--- src/rtl/rle2e_pkg.sv ---
// Package with the types and constants shared by the 2-bit pixel run-length encoder.
package rle2e_pkg;

  localparam int unsigned PixW      = 2;
  localparam int unsigned PixPerB   = 4;
  localparam int unsigned LenW      = 6;
  localparam int unsigned CodeW     = 8;
  localparam int unsigned PosW      = 18;
  localparam int unsigned CountW    = 20;
  localparam int unsigned MaxCodes  = 5;
  localparam int unsigned NumW      = 3;

  localparam logic [LenW-1:0] RunMax          = 6'd63;
  localparam logic [PosW-1:0] FrameBytesReset = 18'd30000;

  typedef struct packed {
    logic [PixW-1:0] color;
    logic [LenW-1:0] length;
  } run_t;

  typedef struct packed {
    logic [MaxCodes-1:0][CodeW-1:0] codes;
    logic [NumW-1:0]                num;
    run_t                           run;
  } step_res_t;

endpackage

--- src/rtl/rle2e_if.sv ---
// Handshake interfaces for the raw byte input channel and the code byte output channel.
interface rle2e_in_if;
  logic       valid;
  logic       ready;
  logic [7:0] raw_byte;

  modport source (output valid, output raw_byte, input ready);
  modport sink (input valid, input raw_byte, output ready);
endinterface

interface rle2e_out_if;
  logic        valid;
  logic        ready;
  logic [7:0]  code_byte;
  logic        last_of_item;
  logic        frame_end;
  logic [19:0] code_count;

  modport source (output valid, output code_byte, output last_of_item, output frame_end,
                  output code_count, input ready);
  modport sink (input valid, input code_byte, input last_of_item, input frame_end,
                input code_count, output ready);
endinterface

--- src/rtl/rle2e_step.sv ---
// Combinational run tracking for one raw byte: the closed runs it yields and the run left open.
module rle2e_step
  import rle2e_pkg::*;
(
  input  logic [CodeW-1:0] raw_i,
  input  run_t             run_i,
  input  logic             last_i,
  output step_res_t        res_o
);

  always_comb begin
    logic [PixW-1:0] color;
    logic [LenW-1:0] len;
    logic [PixW-1:0] pix;
    logic [NumW-1:0] n;
    logic [MaxCodes-1:0][CodeW-1:0] codes;

    color = run_i.color;
    len   = run_i.length;
    n     = '0;
    codes = '0;
    pix   = '0;
    for (int k = 0; k < PixPerB; k++) begin
      pix = raw_i[CodeW-1-PixW*k -: PixW];
      if (len == '0) begin
        color = pix;
        len   = LenW'(1);
      end else if (pix == color && len < RunMax) begin
        len = len + LenW'(1);
      end else begin
        codes[n] = {len, color};
        n        = n + NumW'(1);
        color    = pix;
        len      = LenW'(1);
      end
    end
    // The last byte of a frame flushes the open run and leaves no run behind.
    if (last_i) begin
      codes[n] = {len, color};
      n        = n + NumW'(1);
      color    = '0;
      len      = '0;
    end
    res_o.codes        = codes;
    res_o.num          = n;
    res_o.run.color    = color;
    res_o.run.length   = len;
  end

endmodule

--- src/rtl/rle_2bit_pixel_encoder_unit.sv ---
// Top level of the run-length encoder for raw bytes of four 2-bit pixels.
// Each item is one raw byte; it passes an input register, then the run logic writes
// its zero to five code bytes into a result buffer that is shifted out one code byte
// per cycle while the receiver is ready. Items yielding at most one code byte flow
// at one per cycle unless the output stalls; otherwise an item holds the result
// buffer until its last code byte leaves. The next item is loaded in the cycle that
// the last code byte of the previous one leaves. frame_bytes (reset 30000) sets the
// raw bytes per frame; its last byte flushes the open run with frame_end set and
// clears the frame counters. Write it only while idle.
module rle_2bit_pixel_encoder_unit
  import rle2e_pkg::*;
(
  input  logic            clk_i,
  input  logic            rst_ni,
  input  logic            frame_bytes_we_i,
  input  logic [PosW-1:0] frame_bytes_i,
  rle2e_in_if.sink        in_i,
  rle2e_out_if.source     out_o
);

  logic                           in_vld_q;
  logic [CodeW-1:0]               raw_q;
  logic [PosW-1:0]                frame_bytes_q;
  run_t                           run_q;
  logic [PosW-1:0]                pos_q;
  logic [CountW-1:0]              cnt_q;
  logic [MaxCodes-1:0][CodeW-1:0] buf_q;
  logic [NumW-1:0]                rem_q;
  logic                           fe_q;
  logic [CountW-1:0]              ocnt_q;

  logic      out_hs;
  logic      load;
  logic      last_byte;
  step_res_t res;

  assign out_hs = out_o.valid && out_o.ready;
  // The buffer takes a new item when it is empty or its final code byte leaves now.
  assign load   = in_vld_q && ((rem_q == '0) || ((rem_q == NumW'(1)) && out_hs));
  assign in_i.ready = !in_vld_q || load;

  assign last_byte = ({1'b0, pos_q} + (PosW+1)'(1)) >= {1'b0, frame_bytes_q};

  rle2e_step u_step (
    .raw_i  (raw_q),
    .run_i  (run_q),
    .last_i (last_byte),
    .res_o  (res)
  );

  always_ff @(posedge clk_i or negedge rst_ni) begin
    if (!rst_ni) begin
      frame_bytes_q <= FrameBytesReset;
    end else if (frame_bytes_we_i) begin
      frame_bytes_q <= frame_bytes_i;
    end
  end

  always_ff @(posedge clk_i or negedge rst_ni) begin
    if (!rst_ni) begin
      in_vld_q <= 1'b0;
    end else if (in_i.ready) begin
      in_vld_q <= in_i.valid;
    end
  end

  always_ff @(posedge clk_i) begin
    if (in_i.ready && in_i.valid) begin
      raw_q <= in_i.raw_byte;
    end
  end

  always_ff @(posedge clk_i or negedge rst_ni) begin
    if (!rst_ni) begin
      run_q  <= '0;
      pos_q  <= '0;
      cnt_q  <= '0;
      rem_q  <= '0;
      fe_q   <= 1'b0;
      ocnt_q <= '0;
    end else if (load) begin
      run_q  <= res.run;
      pos_q  <= last_byte ? '0 : pos_q + PosW'(1);
      cnt_q  <= last_byte ? '0 : cnt_q + CountW'(res.num);
      rem_q  <= res.num;
      fe_q   <= last_byte;
      ocnt_q <= cnt_q + CountW'(1);
    end else if (out_hs) begin
      rem_q  <= rem_q - NumW'(1);
      ocnt_q <= ocnt_q + CountW'(1);
    end
  end

  always_ff @(posedge clk_i) begin
    if (load) begin
      buf_q <= res.codes;
    end else if (out_hs) begin
      buf_q <= {{CodeW{1'b0}}, buf_q[MaxCodes-1:1]};
    end
  end

  assign out_o.valid        = (rem_q != '0);
  assign out_o.code_byte    = buf_q[0];
  assign out_o.last_of_item = (rem_q == NumW'(1));
  assign out_o.frame_end    = fe_q && (rem_q == NumW'(1));
  assign out_o.code_count   = ocnt_q;

endmodule

--- src/flat_wrapper.sv ---
// flat-port wrapper written by rule: the top's interface ports become plain ports
module rle_2bit_pixel_encoder_unit_flat import rle2e_pkg::*;
  (clk_i, rst_ni, frame_bytes_we_i, frame_bytes_i, in_i_valid, in_i_raw_byte, in_i_ready, out_o_valid, out_o_code_byte, out_o_last_of_item, out_o_frame_end, out_o_code_count, out_o_ready);
  rle2e_in_if in_i_i ();
  rle2e_out_if out_o_i ();
  input  logic clk_i;
  input  logic rst_ni;
  input  logic frame_bytes_we_i;
  input  logic [PosW-1:0] frame_bytes_i;
  input wire logic [$bits(in_i_i.valid)-1:0] in_i_valid;
  input wire logic [$bits(in_i_i.raw_byte)-1:0] in_i_raw_byte;
  output wire logic [$bits(in_i_i.ready)-1:0] in_i_ready;
  output wire logic [$bits(out_o_i.valid)-1:0] out_o_valid;
  output wire logic [$bits(out_o_i.code_byte)-1:0] out_o_code_byte;
  output wire logic [$bits(out_o_i.last_of_item)-1:0] out_o_last_of_item;
  output wire logic [$bits(out_o_i.frame_end)-1:0] out_o_frame_end;
  output wire logic [$bits(out_o_i.code_count)-1:0] out_o_code_count;
  input wire logic [$bits(out_o_i.ready)-1:0] out_o_ready;
  assign in_i_i.valid = in_i_valid;
  assign in_i_i.raw_byte = in_i_raw_byte;
  assign in_i_ready = in_i_i.ready;
  assign out_o_valid = out_o_i.valid;
  assign out_o_code_byte = out_o_i.code_byte;
  assign out_o_last_of_item = out_o_i.last_of_item;
  assign out_o_frame_end = out_o_i.frame_end;
  assign out_o_code_count = out_o_i.code_count;
  assign out_o_i.ready = out_o_ready;
  rle_2bit_pixel_encoder_unit u_core (.clk_i(clk_i), .rst_ni(rst_ni), .frame_bytes_we_i(frame_bytes_we_i), .frame_bytes_i(frame_bytes_i), .in_i(in_i_i), .out_o(out_o_i));
endmodule
--- config.mk ---
export PLATFORM = sky130hd
export DESIGN_NAME = rle_2bit_pixel_encoder_unit_flat
export DESIGN_NICKNAME = d
export VERILOG_FILES = /design/src/rtl/rle2e_pkg.sv /design/src/rtl/rle2e_if.sv /design/src/rtl/rle2e_step.sv /design/src/rtl/rle_2bit_pixel_encoder_unit.sv /design/src/flat_wrapper.sv
export SDC_FILE = /design/constraint.sdc
export NUM_CORES = 1
export LEC_CHECK = 0
export BUFFER_PORTS_ARGS = -buffer_cell sky130_fd_sc_hd__buf_2
export CELL_PAD_IN_SITES_DETAIL_PLACEMENT = 1
export CELL_PAD_IN_SITES_GLOBAL_PLACEMENT = 2
export CORE_MARGIN = 4
export CORE_UTILIZATION = 30
export CTS_CLUSTER_DIAMETER = 100
export DETAILED_ROUTE_END_ITERATION = 16
export GPL_TIMING_DRIVEN = 0
export PLACE_DENSITY_LB_ADDON = 0.05
export SLEW_MARGIN = 15
export SYNTH_ARGS = -nofsm -noshare
export SYNTH_HDL_FRONTEND = slang
export SYNTH_SLANG_ARGS = --single-unit
export TNS_END_PERCENT = 30
--- constraint.sdc ---
create_clock -name clk_i -period 8.6 [get_ports clk_i]
set_input_delay 1.72 -clock clk_i [delete_from_list [all_inputs] [get_ports clk_i]]
set_output_delay 1.72 -clock clk_i [all_outputs]
set_load 0.02 [all_outputs]
# Word-level counts from Yosys, hierarchy flattened
# Index checks and enable logic that the tools add are counted.
[op_classes]
n_addsub = 14
n_lt_le_gt_ge = 13
eq_ne = 5
muxes = 56
n_reduce_logical = 23
[ops]
columns = ["op", "n"]
rows = [
  ["$mux 40", 9],
  ["$bwmux 40", 4],
  ["$demux 8 s3", 4],
  ["$mux 20", 3],
  ["$mux 6", 9],
  ["$mux 8", 6],
  ["$add 20x1->20 const B", 2],
  ["$mux 3", 9],
  ["$add 6x1->6 const B", 4],
  ["$logic_not 6->1", 4],
  ["$lt 6x6->1 const B", 4],
  ["$add 20x3->20", 1],
  ["$add 18x1->19 const B", 1],
  ["$ge 19x18->1", 1],
  ["$add 18x1->18 const B", 1],
  ["$mux 18", 1],
  ["$mux 2", 9],
  ["$lt 3x4->1 const B", 4],
  ["$logic_and 1x1->1", 13],
  ["$add 3x1->3 const B", 4],
  ["$ge 3x1->1 const B", 4],
  ["$eq 2x2->1", 4],
  ["$eq 3x1->1 const B", 1],
  ["$logic_not 3->1", 1],
  ["6 further kinds", 8],
]
[totals]
register_bits = 137

# Longest topological paths before layout
# Gate-level depths: netlist (run 1).
[depth]
word_depth = 23
mapped_depth = 40
depth_no_buf = 38

# By module
# A second synthesis (run 1) with hierarchy kept.
[unflattened]
hier_cells = 1209
area_unflattened_um2 = 10422.5
[by_module_without_submodules]
columns = ["mod", "n_inst", "cells_each", "area_each_um2", "seq_area_each_um2"]
rows = [
  ["rle_2bit_pixel_encoder_unit", 1, 833, 7738.7, 3677.3],
  ["rle2e_step", 1, 376, 2683.8, 0.0],
]

# Least setup slack after synthesis (run 1)
# No wires, ideal clock.
[synth_path]
kind = "register -> register"
start = "register u_core.run_q[1] (netlist bit)"
end = "register u_core.cnt_q[17]"
setup_time_ns = 0.132
arrival_time_ns = 7.133
required_time_ns = 8.468
setup_slack_ns = 1.335
stages_incl_launch_ff = 41
synth_period_minus_slack_ns = 7.265
path_cell_list = "dfrtp_1 -> ha_1 -> buf_6 -> and3_4 -> a311o_1 -> nor2_1 -> nand2_1 -> inv_1 -> ha_1 -> inv_1 -> a21oi_1 -> a21o_1 -> nor2_1 -> nand2_1 -> inv_1 -> ha_1 -> and3_1 -> nand2b_1 -> [... 5 more ...] -> inv_1 -> a221oi_2 -> a211o_1 -> nand2_4 -> xnor2_1 -> inv_1 -> ha_1 -> nand2_1 -> o311ai_2 -> ha_1 -> a21o_1 -> a21oi_1 -> nor2_1 -> and3_1 -> and2_1 -> nand3_1 -> xor2_1 -> nor2_1"
[synth_via]
elab_chain_cells = 20
word_cells_on_any_way = 45
[synth_rtl]
columns = ["element", "line_no", "rtl"]
rows = [
  ["start, declared", "rle_2bit_pixel_encoder_unit.sv:24", "run_t run_q;"],
  ["start signal, assigned", "rle_2bit_pixel_encoder_unit.sv:82", "run_q <= res.run;"],
  ["$lt 6x6->1", "rle2e_step.sv:28", "end else if (pix == color && len < RunMax) begin"],
  ["$logic_and 1x1->1", "rle2e_step.sv:28", ""],
  ["$mux 6 or $mux 2 (tied branches)", "rle2e_step.sv:28", ""],
  ["$mux 6 or $mux 2 (tied branches)", "rle2e_step.sv:25", "if (len == '0) begin"],
  ["$lt 6x6->1 or $eq 2x2->1 (tied branches)", "rle2e_step.sv:28", ""],
  ["$logic_and 1x1->1", "rle2e_step.sv:28", ""],
  ["$mux 6 or $mux 2 (tied branches)", "rle2e_step.sv:28", ""],
  ["$mux 6 or $mux 2 (tied branches)", "rle2e_step.sv:25", ""],
  ["[... 4 more ...]", "-", ""],
  ["$lt 6x6->1 or $eq 2x2->1 (tied branches)", "rle2e_step.sv:28", ""],
  ["$logic_and 1x1->1", "rle2e_step.sv:28", ""],
  ["$mux 3", "rle2e_step.sv:28", ""],
  ["$mux 3 (*)", "rle2e_step.sv:25", ""],
  ["$add 3x1->3", "rle2e_step.sv:40", "n = n + NumW'(1);"],
  ["$mux 3 (*)", "rle2e_step.sv:38", "if (last_i) begin"],
  ["$add 20x3->20 (*)", "rle_2bit_pixel_encoder_unit.sv:84", "cnt_q <= last_byte ? '0 : cnt_q + CountW'(res.num);"],
  ["$mux 20 (*)", "rle_2bit_pixel_encoder_unit.sv:84", ""],
  ["end signal, assigned", "rle_2bit_pixel_encoder_unit.sv:84", ""],
  ["end, declared", "rle_2bit_pixel_encoder_unit.sv:26", "logic [CountW-1:0] cnt_q;"],
]
# Every way passes the cells marked *; elsewhere a longest branch is shown, timed or not.
# A chain may end at the register's enable or synchronous reset.

# Final worst setup path (run 1)
[layout_path]
start = "register u_core.run_q[1] (netlist bit)"
end = "register u_core.cnt_q[19]"
# The elaborated chain is that of the path after synthesis.

==> impl_metrics.toml, run 1 <==
[run_status]
status = "finished clean"

[final_layout]
finalNetCount = 1314
utilization = 0.357
final_common_cell = "nand2_1"
synthToLayoutAreaGrowth_pct = 16.9
layout_common_cells = "nand2_1 (162), nor2_1 (83), dfrtp_1 (81)"
drive_above_1_share = 0.163
diodes = 0

[route]
dr.pass1.iters = 5
met2WireLength_um = 18200
avgViaCountPerCell = 5.45
wl_met3_um = 1030
drt_iter0_markers = 507
wire_per_inst_um = 22.3
drtAntennaViolNets = 0
top_layer_used = "met4"
wl_um = 37800
vias = 9245
wl_met1_um = 18100
drc = 0

[global_route]
grt-ovfl-total = 0
first_global_vias = 9688
grt_max_degree = 71
grt_pass1_wl_um = 59500
track_usage = 0.213
antenna_found_initial = 0

[power_and_ir_drop]
powerDensity_nw_per_um2 = 415
total_power_uw = 4850
peakVddDrop_uv = 159
power.leakage_uw = 0.00470

[placement]
portBuffers = 61
dp_hpwl_um = 28200
gp_congestion = 0.841

[sta]
slew_viol_final = 0
fin_crit_sh = 0.931
max_slew_margin = 0.341
final-hold-violation-count = 0
finClkSkew_ps = 11.0
fmax_mhz = 125
worst_pin_slew_ps = 988
setup_viol = 0
fin_crit_ps = 8010

[setup_path]
crit_required_ps = 8910
arrival_ps = 8320
end_kind = "flop"
critPathLaunchType = "flop"
crit_slowest_cell = "dfrtp_2"
cp_max_fo = 10
max_stage_delay_ps = 490
critical_path.most_common_cell = "ha_1"
path_class = "flop to flop"

[synthesis]
yosysSeqAreaShare = 0.368
synthFlopType = "dfrtp_1"
syn_avg_cell_area_um2 = 8.68
synth_edf_count = 48
ys_seq_elements = 137
async_reset_ff_frac = 0.650
yosysUniqueCellTypes = 100
syn_inst = 1151
syn_area_um2 = 9990
yosysWarningCount = 0

[clock_tree]
cts_buffers = 17
cts_root_buffer = "clkbuf_16"
ctsLongestPathBuffers = 2
holdBufCountCts = 0
cts_tree = "done"
cts.sinks = 137
htreeDepth = 4
clkSlewWorstSetupHoldPaths_ps = 70
clkLatencyLatePin_ps = 450

[floorplan]
start_util = 0.306
die_area_um2 = 36300
die_h_um = 191
coreArea_um2 = 32700
ios = 63
fp-row-count = 66
die_w_um = 191

[job]
max_cap_violations = 0

[min_path]
hp-class = "flop to flop"
[Yosys cell counts, drive strengths merged (15+ instances only)]
| master | n | area share |
|---|---|---|
| nand2 | 165 | 0.063 |
| nor2 | 91 | 0.035 |
| o21ai | 91 | 0.047 |
| dfrtp | 82 | 0.21 |
| nand3 | 62 | 0.033 |
| inv | 57 | 0.021 |
| a21oi | 48 | 0.024 |
| clkbuf | 48 | 0.018 |
| edfxtp | 48 | 0.14 |
| ha | 40 | 0.050 |
| xor2 | 31 | 0.027 |
| xnor2 | 30 | 0.026 |
| o211ai | 26 | 0.021 |
| buf | 25 | 0.016 |
| nor3 | 24 | 0.013 |
| and3 | 21 | 0.014 |
| a31oi | 18 | 0.016 |
| a21o | 17 | 0.013 |
| a211oi | 16 | 0.015 |
| and2 | 16 | 0.010 |
| o31ai | 15 | 0.012 |
[cells by family (layout without fill, tap and decap cells)]
group	count (synthesis)	in the layout	synth area share
AO/OA/AOI/OAI	333	333	0.247
XOR/XNOR	61	61	0.0535
adder cells (fa/ha/maj)	41	41	0.0521
buffers and inverters	130	232	0.0555
flip-flops	137	137	0.368
multiplexers	16	16	0.0174
other	1	3	0.000375
AND/OR/NAND/NOR	432	432	0.206
[path summary, 6_finish.rpt]
| check | startpoint | to | slack [ps] | cells after the start |
|---|---|---|---|---|
| setup / recovery | u_core.run_q[1] | u_core.cnt_q[19] | 590 | 34 |
| hold / removal | u_core.frame_bytes_q[10] | u_core.frame_bytes_q[10] | 500 | 2 |
| setup reg to reg | u_core.run_q[1] | u_core.cnt_q[19] | 590 | 34 |
| hold reg to reg | u_core.frame_bytes_q[10] | u_core.frame_bytes_q[10] | 500 | 2 |
| max in group asynchronous | rst_ni | u_core.frame_bytes_q[8] | 6790 | 2 |
| min in group asynchronous | rst_ni | u_core.run_q[4] | 1120 | 1 |
[metrics by stage]
step / hold WS, ps / TNS (ps) / area [um2] / setup WS [ps] / instances
2_1_floorplan: 456 / 0 / 10000 / 1340 / 1153
3_3_place_gp: 479 / -5940 / 10900 / -635 / 1656
3_5_place_dp: 490 / -4170 / 10900 / -526 / 1657
4_1_cts: 513 / 0 / 11600 / 0.271 / 1692
5_1_grt: 540 / -7.12 / 11700 / -7.12 / 1697
6_report: 505 / 0 / 11700 / 592 / 1697
[worst max-delay path: cells and delay by family (launching register included)]
family | cells | cell delay, ps
AOI/OAI and AO/OA | 7 | 1860
DFF | 1 | 490
xor gates and xnor gates | 1 | 150
buffers and inverters | 3 | 470
adders and majority gates | 6 | 1730
and+or+nand+nor | 17 | 3150
[state kept, by name, summed over array words and instances, names as in the netlist]
signal                   flops
u_core.out_o.code_count     20
u_core.out_o.code_byte       8
u_core.in_vld_q              1
u_core.cnt_q                20
u_core.pos_q                18
u_core.buf_q                32
u_core.rem_q                 3
u_core.frame_bytes_q        18
u_core.fe_q                  1
u_core.raw_q                 8
u_core.run_q                 8
[metal layers]
layer	vias to the layer above	GRT usage
met1	4706	0.292
met2	139	0.357
met4	0	0.0494
met3	28	0.0311
li1	4372	-
met5	-	0
[report_power, final]
group	switching, uW	leakage (uW)	total [uW]	internal, uW
Sequential	134	0.00161	1020	883
Combinational	2000	0.00278	2990	986
Clock	326	0.000303	842	516
Total	2460	0.00470	4850	2380
[timing repair]
| action | 4_1_cts | 5_1_grt |
|---|---|---|
| resized for setup | 6 | 13 |
| hold endpoints to repair | 0 | 0 |
| pin swaps | 2 | 3 |
| buffers inserted | 3 | 5 |
| setup endpoints to repair | 15 | 17 |
[final cells by class]
cell class / count / area [um2]
Buffer: 73 / 347
Multi-Input combinational cell: 886 / 5840
Clock inverter: 14 / 220
Sequential cell: 137 / 3680
Inverter: 57 / 214
Tap cell: 442 / 553
Timing Repair Buffer: 70 / 399
Fill cell: 3922 / 21000
Clock buffer: 18 / 429
Power figures use the tool's default switching activity.
==> inputs of run 2 (changes only) <==
--- a/config.mk
+++ b/config.mk
@@ -9,7 +9,7 @@
 export CELL_PAD_IN_SITES_DETAIL_PLACEMENT = 1
 export CELL_PAD_IN_SITES_GLOBAL_PLACEMENT = 2
 export CORE_MARGIN = 4
-export CORE_UTILIZATION = 30
+export CORE_UTILIZATION = 39
 export CTS_CLUSTER_DIAMETER = 100
 export DETAILED_ROUTE_END_ITERATION = 16
 export GPL_TIMING_DRIVEN = 0
==> impl_metrics.toml, run 2 (same netlist as run 1, synthesis figures left out) <==
[route]
wire_per_inst_um = 22.3
avgViaCountPerCell = 5.86
wl_um = 35200
drc = 0
drtAntennaViolNets = 0
dr.pass1.iters = 5
drt_iter0_markers = 662
vias = 9262

[floorplan]
die_h_um = 168
ios = 63
start_util = 0.397
coreArea_um2 = 25200
die_w_um = 168
fp-row-count = 58
die_area_um2 = 28300

[final_layout]
regMostFlops = "u_core.buf_q"
diodes = 0
largest_reg_flops = 32
synthToLayoutAreaGrowth_pct = 14.7
layout_common_cells = "nand2_1 (162), nor2_1 (86), dfrtp_1 (81)"
drive_above_1_share = 0.161
final_common_cell = "nand2_1"
finalNetCount = 1309
fin_area_um2 = 11500

[sta]
setup_viol = 0
final-hold-violation-count = 0
fmax_mhz = 124
worst_pin_slew_ps = 923
max_slew_margin = 0.382
fin_crit_sh = 0.941
whs_ps = 507
fin_tns_setup_ps = 0
fin_crit_ps = 8090
finClkSkew_ps = 16.3
slew_viol_final = 0

[setup_path]
path_class = "flop to flop"
cp-endpoint = "u_core.cnt_q[19]"
critical_path.most_common_cell = "ha_1"
critPathLaunch = "u_core.run_q[1]"
crit_slowest_cell = "or3_4"
cp.depth = 38
cp_max_fo = 10
reg2reg_to = "u_core.cnt_q[19]"
reg2reg_depth = 38
critPathLaunchType = "flop"
arrival_ps = 8390
cp.buffers_inverters = 5
crit_required_ps = 8900
r2r-start = "u_core.run_q[1]"
crit_family = "simple AND/OR/NAND/NOR gates"
reg2reg_slack_ps = 510
max_stage_delay_ps = 500
end_kind = "flop"

[clock_tree]
cts.sinks = 137
clkSlewWorstSetupHoldPaths_ps = 70
htreeDepth = 4
cts_buffers = 17
clkLatencyLatePin_ps = 430
holdBufCountCts = 0
cts_root_buffer = "clkbuf_16"
ctsLongestPathBuffers = 2
cts_tree = "done"

[global_route]
track_usage = 0.249
grt-ovfl-total = 0
first_global_vias = 9612
grt_pass1_wl_um = 55300
grt_max_degree = 67
antenna_found_initial = 0

[placement]
portBuffers = 61
postPlaceCellArea_um2 = 10800
dp_hpwl_um = 26000
gp_congestion = 0.885

[power_and_ir_drop]
power.leakage_uw = 0.00466
total_power_uw = 4720
powerDensity_nw_per_um2 = 411
peakVddDrop_uv = 241

[run_status]
status = "finished clean"

[job]
max_cap_violations = 0

[min_path]
hp-class = "flop to flop"
==> run 2: worst min path at each step <==
stage                                        start                        to  cells past startpoint
after floorplan                        u_core.fe_q               u_core.fe_q                      1
after global placement    u_core.frame_bytes_q[14]  u_core.frame_bytes_q[14]                      2
after detailed placement  u_core.frame_bytes_q[12]  u_core.frame_bytes_q[12]                      2
after CTS                 u_core.frame_bytes_q[12]  u_core.frame_bytes_q[12]                      2
after global routing       u_core.frame_bytes_q[0]   u_core.frame_bytes_q[0]                      1
final                     u_core.frame_bytes_q[12]  u_core.frame_bytes_q[12]                      2
==> run 2: area by class of cell <==
type / count / area (um2)
Sequential cell: 137 / 3680
Timing Repair Buffer: 65 / 362
Buffer: 73 / 347
Tap cell: 330 / 413
Fill cell: 3009 / 13700
Inverter: 57 / 214
Multi-Input combinational cell: 886 / 5830
Clock buffer: 17 / 425
Clock inverter: 15 / 194
==> run 2: what timing repair did <==
item                                    CTS  global route
endpoints found under the setup margin   10            15
buffers inserted                          0             3
gates cloned                              0             0
pin swaps                                 0             3
gates resized for setup                   4            14
==> run 2: through the flow <==
step | std cells | util | worst slack [ps]
after floorplan | 1153 | - | 1340
final | 1580 | 0.455 | 509
after global placement | 1544 | 0.426 | -199
after CTS | 1577 | 0.453 | 38.1
after global routing | 1580 | 0.455 | -5.05
after detailed placement | 1545 | 0.427 | -245
==> run 2: metal layers <==
| layer | wire length, um | global-route usage |
|---|---|---|
| met1 | 15900 | 0.332 |
| met2 | 16900 | 0.422 |
| met3 | 1310 | 0.0289 |
| met4 | 1040 | 0.0829 |
| met5 | 0 | 0 |
==> run 2: power breakdown <==
group          internal (uW)  leakage (uW)  switching, uW
combinational            975       0.00275           1940
clock                    445      0.000299            344
sequential               883       0.00161            132
total                   2300       0.00466           2410
==> run 2: tightest hold or removal path, stage by stage, from the launching register on <==
cell and delay, ps:
dfstp_2 360, inv_1 60, o21ai_0 80
==> inputs of run 3 (changes only) <==
--- a/config.mk
+++ b/config.mk
@@ -14,6 +14,7 @@
 export DETAILED_ROUTE_END_ITERATION = 16
 export GPL_TIMING_DRIVEN = 0
 export PLACE_DENSITY_LB_ADDON = 0.05
+export REMOVE_ABC_BUFFERS = 1
 export SLEW_MARGIN = 15
 export SYNTH_ARGS = -nofsm -noshare
 export SYNTH_HDL_FRONTEND = slang
==> impl_metrics.toml, run 3 (same netlist as run 1, synthesis figures left out) <==
[sta]
whs_ps = 493
worst_pin_slew_ps = 959
slew_viol_final = 0
fin_crit_sh = 0.922
max_slew_margin = 0.360
rsz0062_at_grt = "false"
finClkSkew_ps = 14.1
fin_crit_ps = 7930
fmax_mhz = 126
setup_viol = 0
final-hold-violation-count = 0

[final_layout]
drive_above_1_share = 0.165
largest_reg_flops = 32
finalNetCount = 1253
layout_common_cells = "nand2_1 (162), nor2_1 (85), dfrtp_1 (80)"
regMostFlops = "u_core.buf_q"
diodes = 0
final_common_cell = "nand2_1"
utilization = 0.450
synthToLayoutAreaGrowth_pct = 13.4
fill_cells = 2935

[setup_path]
arrival_ps = 8210
cp_max_fo = 12
crit_required_ps = 8880
critPathLaunchType = "flop"
critical_path.most_common_cell = "inv_1"
reg2reg_depth = 36
crit_slowest_cell = "dfrtp_2"
max_stage_delay_ps = 530
path_class = "flop to flop"
end_kind = "flop"

[global_route]
antenna_found_initial = 0
grt-ovfl-total = 0
first_global_vias = 8705
grt_pass1_wl_um = 48900
grt_max_degree = 65
track_usage = 0.214

[power_and_ir_drop]
powerDensity_nw_per_um2 = 401
peakVddDrop_uv = 211
power.leakage_uw = 0.00462

[clock_tree]
cts_root_buffer = "clkbuf_16"
clkSlewWorstSetupHoldPaths_ps = 60
ctsLongestPathBuffers = 2
htreeDepth = 4
cts_tree = "done"
cts_buffers = 17
cts.sinks = 137
clkLatencyLatePin_ps = 440

[floorplan]
die_h_um = 168
die_area_um2 = 28300
start_util = 0.397
ios = 63
coreArea_um2 = 25200
die_w_um = 168
fp-row-count = 58

[route]
drc = 0
wire_per_inst_um = 19.5
drt_iter0_markers = 570
wl_um = 29700
drtAntennaViolNets = 0
avgViaCountPerCell = 5.71
dr.pass1.iters = 5
vias = 8701

[run_status]
status = "finished clean"

[placement]
gp_congestion = 0.834
dp_hpwl_um = 21700
portBuffers = 62

[job]
max_cap_violations = 0

[min_path]
min_delay_path_depth = 1
hp-class = "flop to flop"
==> run 3: timing repair <==
| action | CTS | global route |
|---|---|---|
| endpoints found under the setup margin | 10 | 17 |
| buffers inserted | 0 | 6 |
| hold buffers | 0 | 0 |
| gates resized for setup | 3 | 11 |
| pin swaps | 0 | 2 |
==> run 3: where the power goes <==
part | leakage (uW) | internal, uW | switching, uW
Clock | 0.000292 | 449 | 322
Combinational | 0.00272 | 957 | 1780
Sequential | 0.00161 | 883 | 153
Total | 0.00462 | 2290 | 2250
==> run 3: critical path, delay by kind of cell, from the launching register on <==
kind            cells  cell delay [ps]
fa+ha+maj           6             1670
xor+xnor            2              310
buf+inv             5              600
compound gates      5             1180
simple gates       18             3450
flops               1              530
==> run 3: final cells by class <==
cell class              count  area, um2  share of cell area
clock inverters            12        140              0.0124
flip-flops and latches    137       3680               0.325
well taps                 330        413              0.0364
repair buffers             82        567              0.0500
multi-input cells         886       5870               0.517
inverters                  57        214              0.0189
clock buffers              20        458              0.0404
==> run 3: layer usage <==
metal	vias up	track usage	wire, um
met2	123	0.338	13800
li1	4251	-	-
met4	0	0.0388	343
met1	4302	0.310	14600
met5	-	0	0
met3	25	0.0376	939
==> run 3: path summary, 6_finish.rpt <==
check | startpoint | endpoint | slack (ps)
worst max-delay path | u_core.run_q[0] | u_core.cnt_q[12] | 670
worst min-delay path | u_core.fe_q | u_core.fe_q | 490
worst max register to register | u_core.run_q[0] | u_core.cnt_q[12] | 670
worst min register to register | u_core.fe_q | u_core.fe_q | 490
max in group asynchronous | rst_ni | u_core.frame_bytes_q[4] | 6770
min in group asynchronous | rst_ni | u_core.out_o.code_count[19] | 1170
==> run 3: metrics by stage <==
stage          TNS [ps]  cell area (um2)  setup slack [ps]  cells  total power, uW
6_report              0            11300               669   1524             4540
5_1_grt               0            11300              28.8   1524             4930
4_1_cts               0            11200              28.6   1518             4520
3_5_place_dp      -1870            10600              -283   1486             3700
3_3_place_gp    -359760            10400             -6990   1472             3640
2_1_floorplan     -9600             9660             -1050   1080             2920
